File: config.mk
export PLATFORM = sky130hd
export DESIGN_NAME = nearest_neighbor_integer_scaler
export DESIGN_NICKNAME = d
export VERILOG_FILES = /design/src/rtl/core/nnis_pkg.sv /design/src/rtl/core/nnis_front.sv /design/src/rtl/core/nnis_fifo.sv /design/src/rtl/core/nnis_back.sv /design/src/rtl/core/nearest_neighbor_integer_scaler.sv
export VERILOG_INCLUDE_DIRS = /design/src /design/src/rtl/core
export SDC_FILE = /design/constraint.sdc
export NUM_CORES = 2
export LEC_CHECK = 0
export BUFFER_PORTS_ARGS = -buffer_cell sky130_fd_sc_hd__buf_2
export CAP_MARGIN = 10
export CORE_ASPECT_RATIO = 1.1
export CORE_MARGIN = 5
export CORE_UTILIZATION = 45
export CTS_BUF_LIST = sky130_fd_sc_hd__clkbuf_8
export DETAILED_ROUTE_END_ITERATION = 8
export GPL_TIMING_DRIVEN = 0
export HOLD_SLACK_MARGIN = 0.1
export PLACE_DENSITY = 0.63
export SLEW_MARGIN = 20
export SYNTH_ARGS = -nofsm -noshare
export SYNTH_HDL_FRONTEND = slang
export SYNTH_SLANG_ARGS = --single-unit
File: constraint.sdc
create_clock -name clk -period 13.1 [get_ports clk]
set_input_delay 1.31 -clock clk [delete_from_list [all_inputs] [get_ports clk]]
set_output_delay 1.31 -clock clk [all_outputs]
set_load 0.01 [all_outputs]
File: src/rtl/core/assert_macros.svh
// assertion helpers shared by the rtl
`ifndef ASSERT_MACROS_SVH
`define ASSERT_MACROS_SVH

// cons must hold whenever ante holds
`define NNIS_ASSERT_IMPLIES(label, clk, rst_n, ante, cons) \
	label: assert property (@(posedge clk) disable iff (!rst_n) (ante) |-> (cons)) \
		else $error("assertion failed");

// cond must never hold
`define NNIS_ASSERT_NEVER(label, clk, rst_n, cond) \
	label: assert property (@(posedge clk) disable iff (!rst_n) !(cond)) \
		else $error("assertion failed");

`endif

File: src/rtl/core/nnis_pkg.sv
// ----------------------------------------------------------------------------
// nnis_pkg
// types and constants shared by the nearest neighbor scaler modules
// ----------------------------------------------------------------------------
`timescale 1ns / 1ps

package nnis_pkg;

	localparam int IDX_W      = 30;
	localparam int VAL_W      = 16;
	localparam int SPAN_W     = 4;
	localparam int WIDE_W     = 16;
	localparam int CNT_W      = 3;
	localparam int KEPT_W     = 24;
	localparam int CFG_IDX_W  = 4;
	localparam int CFG_DATA_W = 13;
	localparam int DIM_CFG_W  = 13;
	localparam int OUT_DATA_W = 48;

	localparam logic [CFG_IDX_W-1:0] REG_MODE_UP = 4'd0;
	localparam logic [CFG_IDX_W-1:0] REG_SCALE   = 4'd1;
	localparam logic [CFG_IDX_W-1:0] REG_COLS    = 4'd2;
	localparam logic [CFG_IDX_W-1:0] REG_ROWS    = 4'd3;

	typedef struct packed {
		logic                 mode_up;
		logic [SPAN_W-1:0]    scale_factor;
		logic [DIM_CFG_W-1:0] frame_cols;
		logic [DIM_CFG_W-1:0] frame_rows;
	} cfg_t;

	// one pixel's worth of writes: an span x span block starting at idx
	typedef struct packed {
		logic [IDX_W-1:0]  idx;
		logic [VAL_W-1:0]  value;
		logic [SPAN_W-1:0] span;
		logic [WIDE_W-1:0] wide;
	} entry_t;

endpackage

File: src/rtl/core/nnis_front.sv
// ----------------------------------------------------------------------------
// nnis_front
// accepts pixels, tracks frame position, drops or forms a block descriptor
// ----------------------------------------------------------------------------
`timescale 1ns / 1ps

module nnis_front #(
	parameter int MAX_DIM   = 4096,
	parameter int MAX_SCALE = 8
) (
	input  logic                       clk,
	input  logic                       arst_n,
	input  nnis_pkg::cfg_t             cfg,
	input  logic                       restart,
	input  logic                       s_axis_tvalid,
	output logic                       s_axis_tready,
	input  logic [nnis_pkg::VAL_W-1:0] s_axis_tdata,   // pixel_value
	output logic                       push,
	output nnis_pkg::entry_t           entry,
	input  logic                       q_full
);

	localparam int PW  = $clog2(MAX_DIM);
	localparam int DW  = PW + 1;
	localparam int SW  = nnis_pkg::SPAN_W;
	localparam int RSW = PW + SW;
	localparam int PRW = RSW + nnis_pkg::WIDE_W;
	localparam int PHW = nnis_pkg::CNT_W;

	logic [SW-1:0]  s_eff;
	logic [DW-1:0]  cols_eff;
	logic [DW-1:0]  rows_eff;

	logic [PW-1:0]  col_q;
	logic [PW-1:0]  row_q;
	logic [PHW-1:0] cph_q;
	logic [PHW-1:0] rph_q;
	logic [nnis_pkg::KEPT_W-1:0] kept_q;

	logic           v_s1;
	logic           up_s1;
	logic [nnis_pkg::VAL_W-1:0]  val_s1;
	logic [RSW-1:0] rs_s1;
	logic [RSW-1:0] cs_s1;
	logic [nnis_pkg::WIDE_W-1:0] wide_s1;
	logic [nnis_pkg::KEPT_W-1:0] kept_s1;
	logic [SW-1:0]  span_s1;

	logic           in_fire;
	logic           col_last;
	logic           row_last;
	logic           cph_last;
	logic           rph_last;
	logic           keep;
	logic [RSW-1:0] rs_d;
	logic [RSW-1:0] cs_d;
	logic [DW+SW-1:0] wide_d;
	logic [PRW-1:0] prod;

	always_comb begin
		if (cfg.scale_factor == '0) begin
			s_eff = SW'(1);
		end else if (32'(cfg.scale_factor) > 32'(MAX_SCALE)) begin
			s_eff = SW'(MAX_SCALE);
		end else begin
			s_eff = cfg.scale_factor;
		end
		if (cfg.frame_cols == '0) begin
			cols_eff = DW'(1);
		end else if (32'(cfg.frame_cols) > 32'(MAX_DIM)) begin
			cols_eff = DW'(MAX_DIM);
		end else begin
			cols_eff = DW'(cfg.frame_cols);
		end
		if (cfg.frame_rows == '0) begin
			rows_eff = DW'(1);
		end else if (32'(cfg.frame_rows) > 32'(MAX_DIM)) begin
			rows_eff = DW'(MAX_DIM);
		end else begin
			rows_eff = DW'(cfg.frame_rows);
		end
	end

	assign s_axis_tready = !v_s1 || !q_full;
	assign in_fire       = s_axis_tvalid && s_axis_tready;
	assign push          = v_s1 && !q_full;

	assign col_last = (DW'(col_q) + DW'(1)) >= cols_eff;
	assign row_last = (DW'(row_q) + DW'(1)) >= rows_eff;
	assign cph_last = (SW'(cph_q) + SW'(1)) == s_eff;
	assign rph_last = (SW'(rph_q) + SW'(1)) == s_eff;
	assign keep     = cfg.mode_up || ((cph_q == '0) && (rph_q == '0));

	assign rs_d   = RSW'(row_q) * RSW'(s_eff);
	assign cs_d   = RSW'(col_q) * RSW'(s_eff);
	assign wide_d = (DW+SW)'(cols_eff) * (DW+SW)'(s_eff);

	// position and kept count
	always_ff @(posedge clk or negedge arst_n) begin
		if (!arst_n) begin
			col_q  <= '0;
			row_q  <= '0;
			cph_q  <= '0;
			rph_q  <= '0;
			kept_q <= '0;
			v_s1   <= 1'b0;
		end else begin
			if (restart) begin
				col_q  <= '0;
				row_q  <= '0;
				cph_q  <= '0;
				rph_q  <= '0;
				kept_q <= '0;
			end else if (in_fire) begin
				if (col_last) begin
					col_q <= '0;
					cph_q <= '0;
					if (row_last) begin
						row_q <= '0;
						rph_q <= '0;
					end else begin
						row_q <= row_q + PW'(1);
						rph_q <= rph_last ? '0 : rph_q + PHW'(1);
					end
				end else begin
					col_q <= col_q + PW'(1);
					cph_q <= cph_last ? '0 : cph_q + PHW'(1);
				end
				if (col_last && row_last) begin
					kept_q <= '0;
				end else if (!cfg.mode_up && keep) begin
					kept_q <= kept_q + nnis_pkg::KEPT_W'(1);
				end
			end
			if (in_fire) begin
				v_s1 <= keep;
			end else if (!q_full) begin
				v_s1 <= 1'b0;
			end
		end
	end

	always_ff @(posedge clk) begin
		if (in_fire) begin
			up_s1   <= cfg.mode_up;
			val_s1  <= s_axis_tdata;
			rs_s1   <= rs_d;
			cs_s1   <= cs_d;
			wide_s1 <= nnis_pkg::WIDE_W'(wide_d);
			kept_s1 <= kept_q;
			span_s1 <= cfg.mode_up ? s_eff : SW'(1);
		end
	end

	assign prod = PRW'(rs_s1) * PRW'(wide_s1);

	always_comb begin
		entry.value = val_s1;
		entry.span  = span_s1;
		entry.wide  = wide_s1;
		if (up_s1) begin
			entry.idx = nnis_pkg::IDX_W'(prod) + nnis_pkg::IDX_W'(cs_s1);
		end else begin
			entry.idx = nnis_pkg::IDX_W'(kept_s1);
		end
	end

endmodule

File: src/rtl/core/nnis_fifo.sv
// ----------------------------------------------------------------------------
// nnis_fifo
// small register queue between the front and the back
// ----------------------------------------------------------------------------
`timescale 1ns / 1ps

module nnis_fifo #(
	parameter int WIDTH = 66,
	parameter int DEPTH = 4
) (
	input  logic             clk,
	input  logic             arst_n,
	input  logic             push,
	input  logic [WIDTH-1:0] wr_data,
	input  logic             pop,
	output logic [WIDTH-1:0] rd_data,
	output logic             full,
	output logic             empty
);

	localparam int AW = (DEPTH > 1) ? $clog2(DEPTH) : 1;
	localparam int CW = $clog2(DEPTH + 1);

	logic [WIDTH-1:0] mem_q [DEPTH];
	logic [AW-1:0]    wr_ptr_q;
	logic [AW-1:0]    rd_ptr_q;
	logic [CW-1:0]    count_q;

	assign full    = count_q == CW'(DEPTH);
	assign empty   = count_q == '0;
	assign rd_data = mem_q[rd_ptr_q];

	always_ff @(posedge clk or negedge arst_n) begin
		if (!arst_n) begin
			wr_ptr_q <= '0;
			rd_ptr_q <= '0;
			count_q  <= '0;
		end else begin
			if (push) begin
				wr_ptr_q <= (32'(wr_ptr_q) == DEPTH - 1) ? '0 : wr_ptr_q + AW'(1);
			end
			if (pop) begin
				rd_ptr_q <= (32'(rd_ptr_q) == DEPTH - 1) ? '0 : rd_ptr_q + AW'(1);
			end
			if (push && !pop) begin
				count_q <= count_q + CW'(1);
			end else if (pop && !push) begin
				count_q <= count_q - CW'(1);
			end
		end
	end

	always_ff @(posedge clk) begin
		if (push) begin
			mem_q[wr_ptr_q] <= wr_data;
		end
	end

endmodule

File: src/rtl/core/nnis_back.sv
// ----------------------------------------------------------------------------
// nnis_back
// expands each block descriptor into writes, one per cycle while the output is not stalled
// ----------------------------------------------------------------------------
`timescale 1ns / 1ps

module nnis_back (
	input  logic                            clk,
	input  logic                            arst_n,
	input  nnis_pkg::entry_t                entry,
	input  logic                            q_valid,
	output logic                            q_pop,
	output logic                            m_axis_tvalid,
	input  logic                            m_axis_tready,
	output logic [nnis_pkg::OUT_DATA_W-1:0] m_axis_tdata,   // dest_index, dest_value, pad
	output logic                            m_axis_tlast    // run_last
);

	localparam int SW  = nnis_pkg::SPAN_W;
	localparam int CW  = nnis_pkg::CNT_W;
	localparam int IW  = nnis_pkg::IDX_W;
	localparam int VW  = nnis_pkg::VAL_W;
	localparam int PADW = nnis_pkg::OUT_DATA_W - IW - VW;

	logic                        busy_q;
	logic [IW-1:0]               cur_idx_q;
	logic [IW-1:0]               row_idx_q;
	logic [VW-1:0]               val_q;
	logic [SW-1:0]               span_q;
	logic [nnis_pkg::WIDE_W-1:0] wide_q;
	logic [CW-1:0]               l_q;
	logic [CW-1:0]               k_q;

	logic                        out_v_q;
	logic [IW-1:0]               out_idx_q;
	logic [VW-1:0]               out_val_q;
	logic                        out_last_q;

	logic          advance;
	logic          emit;
	logic          last_l;
	logic          last_k;
	logic          last;
	logic [IW-1:0] next_row;

	assign advance  = !out_v_q || m_axis_tready;
	assign emit     = advance && busy_q;
	assign last_l   = (SW'(l_q) + SW'(1)) == span_q;
	assign last_k   = (SW'(k_q) + SW'(1)) == span_q;
	assign last     = last_l && last_k;
	assign q_pop    = q_valid && (!busy_q || (emit && last));
	assign next_row = row_idx_q + IW'(wide_q);

	assign m_axis_tvalid = out_v_q;
	assign m_axis_tdata  = {PADW'(0), out_val_q, out_idx_q};
	assign m_axis_tlast  = out_last_q;

	always_ff @(posedge clk or negedge arst_n) begin
		if (!arst_n) begin
			busy_q  <= 1'b0;
			out_v_q <= 1'b0;
		end else begin
			if (emit) begin
				out_v_q <= 1'b1;
			end else if (advance) begin
				out_v_q <= 1'b0;
			end
			if (q_pop) begin
				busy_q <= 1'b1;
			end else if (emit && last) begin
				busy_q <= 1'b0;
			end
		end
	end

	always_ff @(posedge clk) begin
		if (emit) begin
			out_idx_q  <= cur_idx_q;
			out_val_q  <= val_q;
			out_last_q <= last;
		end
		if (q_pop) begin
			cur_idx_q <= entry.idx;
			row_idx_q <= entry.idx;
			val_q     <= entry.value;
			span_q    <= entry.span;
			wide_q    <= entry.wide;
			l_q       <= '0;
			k_q       <= '0;
		end else if (emit && !last) begin
			if (last_l) begin
				cur_idx_q <= next_row;
				row_idx_q <= next_row;
				l_q       <= '0;
				k_q       <= k_q + CW'(1);
			end else begin
				cur_idx_q <= cur_idx_q + IW'(1);
				l_q       <= l_q + CW'(1);
			end
		end
	end

endmodule

File: src/rtl/core/nearest_neighbor_integer_scaler.sv
// ----------------------------------------------------------------------------
// nearest_neighbor_integer_scaler
// nearest neighbor up/down scaler producing indexed writes of the new frame
// ----------------------------------------------------------------------------
//
// channel   dir  handshake                      payload
// s_axis    in   s_axis_tvalid / s_axis_tready  tdata: pixel_value
// m_axis    out  m_axis_tvalid / m_axis_tready  tdata: dest_index, dest_value; tlast: run_last
// cfg       in   cfg_valid / cfg_ready          cfg_index, cfg_data
//
// up mode: scale*scale writes per pixel, one per cycle from the output port while it is not stalled
// down mode: each pixel is kept or dropped; a kept pixel gives a single write
// front stage register, four entry queue, back registers; the queue lets either side stall
// no clearing pass after reset; cfg_ready is always high
//
`timescale 1ns / 1ps
`include "assert_macros.svh"

module nearest_neighbor_integer_scaler #(
	parameter int MAX_DIM   = 4096,
	parameter int MAX_SCALE = 8
) (
	input  logic                                 clk,
	input  logic                                 arst_n,
	input  logic                                 s_axis_tvalid,
	output logic                                 s_axis_tready,
	input  logic [nnis_pkg::VAL_W-1:0]           s_axis_tdata,   // pixel_value
	output logic                                 m_axis_tvalid,
	input  logic                                 m_axis_tready,
	output logic [nnis_pkg::OUT_DATA_W-1:0]      m_axis_tdata,   // dest_index, dest_value, pad
	output logic                                 m_axis_tlast,   // run_last
	input  logic                                 cfg_valid,
	output logic                                 cfg_ready,
	input  logic [nnis_pkg::CFG_IDX_W-1:0]       cfg_index,
	input  logic [nnis_pkg::CFG_DATA_W-1:0]      cfg_data
);

	localparam int QW = $bits(nnis_pkg::entry_t);

	nnis_pkg::cfg_t   cfg_q;
	nnis_pkg::entry_t push_entry;
	nnis_pkg::entry_t pop_entry;
	logic             cfg_fire;
	logic             restart;
	logic             q_push;
	logic             q_pop;
	logic             q_full;
	logic             q_empty;

	assign cfg_ready = 1'b1;
	assign cfg_fire  = cfg_valid && cfg_ready;
	assign restart   = cfg_fire && (cfg_index <= nnis_pkg::REG_ROWS);

	always_ff @(posedge clk or negedge arst_n) begin
		if (!arst_n) begin
			cfg_q.mode_up      <= 1'b1;
			cfg_q.scale_factor <= nnis_pkg::SPAN_W'(2);
			cfg_q.frame_cols   <= nnis_pkg::DIM_CFG_W'(640);
			cfg_q.frame_rows   <= nnis_pkg::DIM_CFG_W'(480);
		end else if (cfg_fire) begin
			unique case (cfg_index)
				nnis_pkg::REG_MODE_UP: begin
					cfg_q.mode_up <= cfg_data[0];
				end
				nnis_pkg::REG_SCALE: begin
					cfg_q.scale_factor <= cfg_data[nnis_pkg::SPAN_W-1:0];
				end
				nnis_pkg::REG_COLS: begin
					cfg_q.frame_cols <= cfg_data[nnis_pkg::DIM_CFG_W-1:0];
				end
				nnis_pkg::REG_ROWS: begin
					cfg_q.frame_rows <= cfg_data[nnis_pkg::DIM_CFG_W-1:0];
				end
				default: begin
				end
			endcase
		end
	end

	nnis_front #(
		.MAX_DIM   (MAX_DIM),
		.MAX_SCALE (MAX_SCALE)
	) u_front (
		.clk           (clk),
		.arst_n        (arst_n),
		.cfg           (cfg_q),
		.restart       (restart),
		.s_axis_tvalid (s_axis_tvalid),
		.s_axis_tready (s_axis_tready),
		.s_axis_tdata  (s_axis_tdata),
		.push          (q_push),
		.entry         (push_entry),
		.q_full        (q_full)
	);

	nnis_fifo #(
		.WIDTH (QW),
		.DEPTH (4)
	) u_fifo (
		.clk     (clk),
		.arst_n  (arst_n),
		.push    (q_push),
		.wr_data (push_entry),
		.pop     (q_pop),
		.rd_data (pop_entry),
		.full    (q_full),
		.empty   (q_empty)
	);

	nnis_back u_back (
		.clk           (clk),
		.arst_n        (arst_n),
		.entry         (pop_entry),
		.q_valid       (!q_empty),
		.q_pop         (q_pop),
		.m_axis_tvalid (m_axis_tvalid),
		.m_axis_tready (m_axis_tready),
		.m_axis_tdata  (m_axis_tdata),
		.m_axis_tlast  (m_axis_tlast)
	);

	`NNIS_ASSERT_IMPLIES(a_pop_nonempty, clk, arst_n, q_pop, !q_empty)
	`NNIS_ASSERT_IMPLIES(a_accept_room, clk, arst_n, q_empty, s_axis_tready)
	`NNIS_ASSERT_NEVER(a_no_overflow, clk, arst_n, q_push && q_full)

endmodule

After elaboration in Yosys (flattened, before gate mapping):

Memories as Yosys holds them, arrays and structs flattened.
Cells that the tools add are included.

* equal/unequal tests: 11
* multiply operators: 4
* add/subtract/negate cells: 20
* reductions and logical operators: 49
* magnitude comparators: 6
* mux-type cells: 46

Operators with widths (number)
* $mux 30: 7
* $mux 24: 4
* $mux 12: 7
* $add 30x16->30: 2
* $mux 13: 4
* $mux 3: 12
* $mul 12x4->16: 2
* $add 30x1->30 const B: 1
* $mul 16x16->30: 1
* $add 12x1->13 const B: 2
* $ge 13x13->1: 2
* $gt 13x13->1 const B: 2
* $logic_not 13->1: 2
* $add 12x1->12 const B: 2
* $add 24x1->24 const B: 1
* $add 3x1->4 const B: 4
* $eq 4x4->1: 4
* $mul 13x4->16: 1
* $reduce_and 2->1: 8
* $add 3x1->3 const B: 5
* $reduce_bool 2->1: 7
* $logic_and 1x1->1: 13
* $logic_not 1->1: 9
* $logic_not 3->1: 3
* other kinds (15): 31

* output and inout port bits: 52
* logic and storage cells: 169
* input port bits: 38
* memories kept: 1
* bits in registers: 337
* memory bits (writable): 264

Memories
* u_fifo.mem_q: depth 4, width 66, read ports 1, clocked after memory_dff 0, wr ports 1, line nnis_fifo.sv:24 `logic [WIDTH-1:0] mem_q [DEPTH];`

Depth between registers and ports, before layout:

* word-level depth: 9
* depth in mapped cells: 24
* mapped depth without buffers: 23

By module:

Synthesis repeated with hierarchy kept, for this count alone.

* cells, all modules: 3280
* area, all modules: 38785.9 µm²

Modules (own cells, without submodules)
* nnis_front: area each 19949.1 µm², seq. area each 4169.0 µm², times used 1, cells an instance 2181
* nnis_fifo: area each 9955.8 µm², seq. area each 8102.8 µm², times used 1, cells an instance 382
* nnis_back: area each 7561.0 µm², seq. area each 4464.3 µm², times used 1, cells an instance 645
* nearest_neighbor_integer_scaler: area each 1320.0 µm², seq. area each 785.8 µm², times used 1, cells an instance 72

Worst setup path before layout:

No wires, ideal clock.

* path type: reg2reg
* from: register u_front.wide_s1[9] in the netlist's numbering
* to: memory u_fifo.mem_q[0][64], data pin
* arrival time: 6.080 ns
* library setup time: 0.263 ns
* path buffers: 1
* clock period less this slack: 6.343 ns
* data required time: 12.837 ns
* slack: 6.757 ns
* cell stages (with the launch flop): 24
* path through: edfxtp_1 -> clkbuf_1 -> nand2_1 -> fa_1 -> inv_1 -> fa_1 -> inv_1 -> fa_1 -> inv_1 -> fa_1 -> fa_1 -> inv_1 -> fa_1 -> inv_1 -> ha_1 -> and4_1 -> and2_1 -> a32oi_1 -> a21oi_1 -> o2111ai_1 -> a21boi_0 -> a221oi_1 -> xnor2_1 -> and2_1

RTL lines
* start: declaration: line nnis_front.sv:45 `logic [nnis_pkg::WIDE_W-1:0] wide_s1;`
* start signal: assignment: line nnis_front.sv:149 `wide_s1 <= nnis_pkg::WIDE_W'(wide_d);`
* end: declaration: line nnis_fifo.sv:24

==> out/qor.yml <==
clock_network:
  path_clk_slew_ns: 0.06
  clock_sinks: 601
  htreeDepth: 3
  clk_latency_ns: 0.71
  cts-buffers-inserted: 98
  cts_setup_buffers: 0
  ctsHoldBuffers: 0
  cts_root_buffer: "clkbuf_8"
  clk_path_buf_depth: 3
  cts_tree: "done"
  cts-resized-gates: 0
synth:
  ys_types: 79
  synth_flop_cell: "edfxtp_1"
  ys_ff_latch: 601
  yosysWarnings: 0
  synth_edf_count: 500
  async_reset_ff_share_pct: 15.8
  syn_area_per_cell_um2: 12.0
  mappedNetlistArea_um2: 37900
  syn_inst: 3162
  synth_seq_area_share_pct: 46.2
die:
  top_level_ports: 90
  rows: 111
  placeableCoreArea_um2: 83500
  die_w_um: 287
  start_util_pct: 45.4
  dieArea_um2: 90200
  fp.dieH_um: 314
placed_design:
  io_buffer_count: 86
  dp_hpwl_mm: 65.5
  placed_cell_area_um2: 40000
  gp_congestion: 0.902
setup_path:
  r2r-start: "u_front.wide_s1[15]"
  reg2reg_slack_ns: 5.14
  worst-path-max-fanout: 10
  r2r_cells: 21
  crit_path_end_kind: "flop"
  worstPathArrival_ns: 8.35
  reg2reg_to: "u_fifo.mem_q[3][62]"
  setup.worst_path.class: "flop to flop"
  worstSetupStartpoint: "u_front.wide_s1[15]"
  crit_path_end: "u_fifo.mem_q[3][62]"
  worstSetupStartpointType: "flop"
  crit_required_ns: 13.49
global_routing:
  grt_pass1_wl_mm: 136
  antenna_found_initial: 3
  groute.usage.overall_pct: 19.2
  grt_pass1_vias: 24500
  overflow: 0
  met1_usage_pct: 25.1
  grtUsageMet2_pct: 32.7
  grt_max_degree: 59
  use_met3_pct: 2.86
  gr-max-usage-layer: "met2"
detailed_routing:
  drcViolationCount: 0
  viasPerCell: 5.15
  firstDrtPassIters: 5
  routed_wl_mm: 86.0
  ant_nets: 0
  routed-via-count: 23500
  wl_per_cell_um: 18.8
  drtIter0Drc: 1466
hold_path:
  hp-class: "flop to flop"
timing:
  period_share_pct: 60.8
  skew_ns: 0.0604
  rsz0062_at_grt: "no"
  final.setup.tns_ns: 0
  max_freq_mhz: 126
  max_slew_margin_pct: 29.1
  hold_viol: 0
  period_needed_ns: 7.96
  maxSlewViolCount: 0
  hold_ws_ns: 0.416
  setup_violations: 0
  max_slew.worst_pin.slew_ns: 1.06
status:
  status: "finished clean"
job:
  maxCapViolCount: 0
layout:
  design_area_um2: 42000
  drive_above_1_share_pct: 11.9
  fin_nets: 3876
  areaGrowthSynthToFinish_pct: 10.7
-- through the flow --
step,cells,worst slack (ns),util [%]
finish,4571,5.14,50.3
global route,4570,4.70,50.3
CTS,4569,5.14,50.3
detailed placement,4385,5.22,47.9
global placement,4379,5.21,47.6
floorplan,3163,6.76,-
-- critical path, cell delays in order (launching register included) --
cell and delay, ns:
edfxtp_1 0.71, clkbuf_1 0.52, nand2_1 0.17, fa_1 0.54, fa_1 0.56, inv_1 0.06, fa_1 0.51, fa_1 0.53
fa_1 0.55, inv_1 0.06, fa_1 0.53, inv_1 0.05, ha_1 0.37, and4_1 0.22, and2_1 0.17, a32oi_1 0.14
a21oi_1 0.39, o2111ai_1 0.20, a21boi_0 0.52, o21ai_0 0.21, a21oi_1 0.34, and3b_1 0.29
-- placed cells by master, fill, tap and decap left out, types with 66 or more instances in the layout --
cell type,Yosys,routed
edfxtp_1,500,500
inv_1,386,422
nand2_1,400,398
fa_1,273,273
ha_1,210,210
and2_1,173,168
nor2_1,123,123
clkbuf_8,0,115
o21ai_0,113,113
xnor2_1,100,100
clkbuf_1,93,93
buf_2,3,88
dfrtp_1,87,87
xor2_1,68,68
mux4_2,66,66
-- worst min-delay path by stage --
| stage | from | endpoint | slack, ns | cells past startpoint |
|---|---|---|---|---|
| floorplan | u_back.val_q[0] | u_back.out_val_q[0] | 0.40 | 0 |
| global placement | u_back.val_q[12] | u_back.out_val_q[12] | 0.40 | 0 |
| detailed placement | u_back.val_q[14] | u_back.out_val_q[14] | 0.41 | 0 |
| CTS | u_back.val_q[1] | u_back.out_val_q[1] | 0.41 | 0 |
| global route | u_back.val_q[15] | u_back.out_val_q[15] | 0.42 | 0 |
| finish | u_back.val_q[1] | u_back.out_val_q[1] | 0.42 | 0 |
-- cells in the mapped netlist (all sizes together) (68+ instances only) --
library cell,instances,area [µm²]
clkbuf,95,359
nor2,123,462
xnor2,100,876
edfxtp,500,15000
fa,273,5470
and2,173,1080
o21ai,116,584
nand2,400,1500
inv,386,1450
xor2,68,596
dfrtp,87,2180
ha,210,2630
-- flip-flops by register name (all words and copies together) (netlist names), 4 cells and up --
signal,count
cfg_q,31
u_back.cur_idx_q,30
u_back.out_idx_q,30
u_back.out_val_q,16
u_back.row_idx_q,30
u_back.span_q,4
u_back.val_q,16
u_back.wide_q,16
u_fifo.mem_q,264
u_front.col_q,12
u_front.cs_s1,16
u_front.kept_q,24
u_front.kept_s1,24
u_front.row_q,12
u_front.rs_s1,16
u_front.span_s1,4
u_front.val_s1,16
u_front.wide_s1,16
-- layer usage --
metal	routed length [µm]	vias up	part of all wire [%]
met2	42300	571	49
met3	3850	179	4.5
met4	3470	0	4.0
li1	-	11100	-
met5	0	-	0
met1	36400	11700	42
-- cells by family (layout without fill, tap and decap cells) --
logic type      count (synthesis)  count (layout)  synth area share, %
compound gates                336             336                 5.77
buf+inv                       510             786                 5.20
other cells                     2               5               0.0198
flops                         601             601                 46.2
mux                           131             131                 5.83
simple gates                  931             931                 11.8
fa+ha+maj                     483             483                 21.3
xor+xnor                      168             168                 3.88
-- cell type report --
type,instances,area (µm²)
diodes,2,5.00
plain buffers,123,518
clock buffers,115,1580
clock inverters,69,408
fillers,7378,41500
inverters,387,1460
multi-input cells,2052,18500
flip-flops and latches,601,17500
well taps,1130,1410
repair buffers,92,602
Power is not shown: default switching activity piles up to over one toggle a cycle in this logic, so the estimate is an artifact.
